==> src/rtl/ddpm_pd_term.sv <==
`timescale 1ns / 1ps

module ddpm_pd_term (
  input  logic [15:0]        gain_p,
  input  logic [15:0]        gain_d,
  input  logic signed [31:0] err,
  input  logic signed [31:0] prev,
  output logic signed [34:0] term
);

  logic signed [32:0] diff;
  logic signed [48:0] prod_p;
  logic signed [49:0] prod_d;
  logic signed [50:0] sum;
  logic signed [50:0] biased;

  assign diff   = $signed({err[31], err}) - $signed({prev[31], prev});
  assign prod_p = $signed({1'b0, gain_p}) * err;
  assign prod_d = $signed({1'b0, gain_d}) * diff;
  assign sum    = $signed({{2{prod_p[48]}}, prod_p}) + $signed({prod_d[49], prod_d});

  // Division by 65536 rounds toward zero, so negative sums get a bias first.
  assign biased = sum + $signed({35'd0, {16{sum[50]}}});
  assign term   = biased[50:16];

endmodule

==> config.mk <==
export PLATFORM = sky130hd
export DESIGN_NAME = ddpm_pd_term
export DESIGN_NICKNAME = d
export VERILOG_FILES = /design/src/rtl/ddpm_pd_term.sv
export SDC_FILE = /design/constraint.sdc
export NUM_CORES = 2
export LEC_CHECK = 0
export ABC_CLOCK_PERIOD_IN_PS = 22000
export BUFFER_PORTS_ARGS = -buffer_cell sky130_fd_sc_hd__buf_2
export CORE_AREA = 2 2 301 303
export DETAILED_ROUTE_END_ITERATION = 6
export DIE_AREA = 0 0 303 305
export PLACE_DENSITY = 0.65
export SYNTH_ARGS = -nofsm -noshare
export SYNTH_HDL_FRONTEND = slang
export SYNTH_SLANG_ARGS = --single-unit
==> constraint.sdc <==
create_clock -name vclk -period 22
set_clock_uncertainty 0.2 [all_clocks]
set_input_delay 3.3 -clock vclk [all_inputs]
set_output_delay 3.3 -clock vclk [all_outputs]
set_load 0.03 [all_outputs]
== Word level (Yosys, flattened, before mapping) ==
Cells that the tools add are included.

* Multiply operators: 2
* Add/sub/neg operators: 3

{| class="wikitable"
|+ Operators with widths
! operator !! count
|-
| 49-bit by 50-bit adder with 51-bit output || 1
|-
| 51-bit by 17-bit adder with 51-bit output || 1
|-
| 17-bit by 33-bit multiplier with 50-bit output || 1
|-
| 17-bit by 32-bit multiplier with 49-bit output || 1
|-
| 32-bit by 32-bit subtractor with 33-bit output || 1
|}

* Bits of input ports: 96
* Bits in registers: 0
* Word-level logic and storage cells: 5
* Output and inout port bits: 35

== Longest topological paths before layout ==
* Depth after elaboration: 4
* Depth in mapped cells: 53
* Mapped depth without buffers: 50

== Worst setup path after synthesis ==
Ideal clock, no wire load.

* Path type: input to output
* Start point: in err[0]
* End point: out term[25]
* Stages on the path: 46
* Data required time: 18.500 ns
* Buffers on the path: 3
* Slack: 4.178 ns
* Arrival time: 14.322 ns
* Cell sequence: clkbuf_1 inv_1 ha_1 fa_1 nor2b_1 o21ai_0 a21boi_0 o41a_1 a211o_1 nand3_1 a31oi_1 a31o_2 a21o_1 a21oi_1 xnor2_1 clkbuf_1 nand2_1 fa_1 [... 10 more ...] ha_1 buf_2 and4_1 and3_1 o211a_1 o2bb2ai_2 a31oi_1 a21boi_2 o311a_2 inv_1 ha_1 nand3_1 nor4_2 mux2i_4 a211oi_2 and4_1 and3_1 xor2_1

* Longest elaborated chain between the ends: 4
* Elaborated cells between the ends (all ways): 5
* Those cells by class: 3 x add/sub; 2 x mul

{| class="wikitable"
|+ RTL lines
! element !! RTL line !! source
|-
| start, declared || 6 || <nowiki>input logic signed [31:0] err,</nowiki>
|-
| 32-bit by 32-bit subtractor with 33-bit output || 17 || <nowiki>assign diff = $signed({err[31], err}) - $signed({prev[31], prev});</nowiki>
|-
| 17-bit by 33-bit multiplier with 50-bit output || 19 || <nowiki>assign prod_d = $signed({1'b0, gain_d}) * diff;</nowiki>
|-
| 49-bit by 50-bit adder with 51-bit output (*) || 20 || <nowiki>assign sum = $signed({{2{prod_p[48]}}, prod_p}) + $signed({prod_d[49], prod_d});</nowiki>
|-
| 51-bit by 17-bit adder with 51-bit output (*) || 23 || <nowiki>assign biased = sum + $signed({35'd0, {16{sum[50]}}});</nowiki>
|-
| end, declared || 8 || <nowiki>output logic signed [34:0] term</nowiki>
|}

Every way passes the cells marked *; elsewhere a longest branch is shown, timed or not.

== Worst setup path after layout ==
* Start point: in err[0]
* End point: out term[34]

The elaborated chain is that of the path after synthesis.

==> flow_summary_export.csv <==
group,metric,value,unit
critical_path,crit_required,18500,ps
route,ant_nets,0,
synthesis,netlist_area,39710,um2
global_routing,grt_use_met2,35.45,%
synthesis,synth_top_family_by_area,"adder cells",
min_path,whs_path_depth,12,
synthesis,synth_mux_area_share,0.2143,%
placed_design,place_ws,1987,ps
route,drt_iter0_markers,1797,
synthesis,syn_inst,4472,
global_routing,overflow,0,
global_routing,antenna_found_initial,12,
timing,hold-worst-slack,8011,ps
synthesis,synth_area_leaders,"fa_1, inv_1, ha_1",
clock_tree,cts_setup_buffers,0,
timing,layout_setup_ws,1980,ps
timing,tightest_slew,1308,ps
synthesis,yosysMostFrequentCell,"inv_1",
route,routed_via_density,5.127,
synthesis,synth.distinct_cells,92,
timing,setup_viol,0,
synthesis,synth_seq_area_share,0,%
route,post_drt_wl_per_cell,18.79,um
synthesis,synth-simple-area-share,16.65,%
synthesis,syn_area_per_cell,8.879,um2
global_routing,track_usage,24.23,%
synthesis,syn_nets,5891,
timing,fin_tns_setup,0,ps
timing,rsz0062_at_grt,"no",
run,drv_cap,0,
global_routing,grt_busiest_layer,"met1",
layout,final_cell_count_no_fill,5624,
critical_path,path_delay_family,"adder cells",
timing,timing.final.max_slew_violations,0,
floorplanning,fp.dieW,303,um
layout,clkbuf_count,0,
placed_design,gp_congestion,0.9281,
synthesis,synth_compound_area_share,4.963,%
critical_path,worstSetupEndpointType,"output port",
layout,ff_latch_area,0,um2
floorplanning,dieArea,92420,um2
placed_design,dpl.hpwl,91650,um
layout,area_growth,4.175,%
global_routing,grt_pass1_vias,31050,
route,drc_errors,8,
floorplanning,initial_core_util,44.45,%
floorplanning,io_pins,131,
outcome,status,"finished, violations left",
clock_tree,cts_resized,0,
synthesis,ys_top_cells_by_count,"inv_1, fa_1, nand2_1, and2_1, ha_1",
synthesis,ys_warn_count,0,
min_path,hp-start,"err[0]",
global_routing,grtUsageMet3,4.470,%
min_path,hp-class,"in -> out",
critical_path,crit_top_cell,"fa_1",
route,routed_wl,105700,um
route,firstDrtPassIters,7,
global_routing,use_met1,37.86,%
placed_design,io_buffers,131,
timing,post-route-min-period,20020,ps
layout,layout-drive-gt1-share,4.549,%
outcome,violations,"design-rule violations",
min_path,hold_path_end,"term[0]",
synthesis,yosysTopAreaCellShare,54.65,%
floorplanning,num_rows,110,
timing,relSlewSlack,12.53,%
global_routing,grt_max_degree,36,
timing,hold_viol,0,
layout,fin_nets,5862,
synthesis,synthXorXnorAreaFrac,2.568,%
critical_path,crit_fanout,17,
critical_path,start_kind,"input pin",
synthesis,synth_fa_ha_area_share,62.18,%
timing,max_freq,49.95,MHz
clock_tree,ctsHoldBuffers,0,
floorplanning,coreArea,89320,um2
timing,final.period_utilization,91.00,%
synthesis,yosysTopAreaCell,"fa_1",
critical_path,cp_slowest_cell,"xor2_1",
critical_path,cp_num_buf_inv,8,
placed_design,dp.cells,5617,
critical_path,crit_type,"in -> out",
critical_path,arrival,16520,ps
global_routing,grt_pass1_wl,175300,um
layout,seq_cell_count,0,
floorplanning,dieHeight,305,um
route,num_vias,28830,
critical_path,slowest_delay,1010,ps
-- layout by cell type, fill, tap and decap left out, types with 27 or more instances in the layout --
| cell | count |
|---|---|
| a21oi_1 | 76 |
| buf_2 | 131 |
| and2_1 | 417 |
| xor2_1 | 35 |
| xnor2_1 | 72 |
| o21ai_0 | 43 |
| nor2b_1 | 60 |
| nand2_1 | 640 |
| a21o_1 | 34 |
| inv_1 | 1226 |
| nor2_1 | 72 |
| ha_1 | 239 |
| buf_4 | 27 |
| fa_1 | 1084 |
-- worst max-delay path by stage --
stage	from	end	slack, ps	cells after the start
6_report	err[0]	term[34]	1980	44
5_1_grt	err[1]	term[34]	1320	44
4_1_cts	err[0]	term[34]	1930	44
3_5_place_dp	err[0]	term[34]	1990	44
3_3_place_gp	err[0]	term[34]	2210	44
2_1_floorplan	err[0]	term[25]	4180	46
-- kinds of logic (layout without fill, tap and decap cells) --
logic type / Yosys count / count (layout)
buf+inv: 1415 / 1384
simple gates: 1333 / 1333
fa+ha+maj: 1323 / 1323
compound gates: 280 / 280
xor+xnor: 114 / 114
mux: 7 / 7
other cells: 0 / 7
-- stage by stage --
stage / utilization (%) / instance area [um2]
final: 46.31 / 41370
after global routing: 46.30 / 41360
after CTS: 46.29 / 41350
after detailed placement: 46.29 / 41350
after global placement: 46.29 / 41350
after floorplan: - / 39710
-- routing by layer --
metal  part of all wire [%]  vias to the layer above
met1                     47                    14870
met5                  0.067                        -
met3                    8.5                      124
li1                       -                    12800
met2                     43                     1030
met4                    1.7                       14
-- area by class of cell --
class / count / area, um2
Tap cell: 1176 / 1471
Inverter: 1226 / 4602
Timing Repair Buffer: 158 / 858.3
Fill cell: 8580 / 47960
Multi-Input combinational cell: 3057 / 34420
Antenna cell: 7 / 17.52
Power is not shown: default switching activity piles up to over one toggle a cycle in this logic, so the estimate is an artifact.
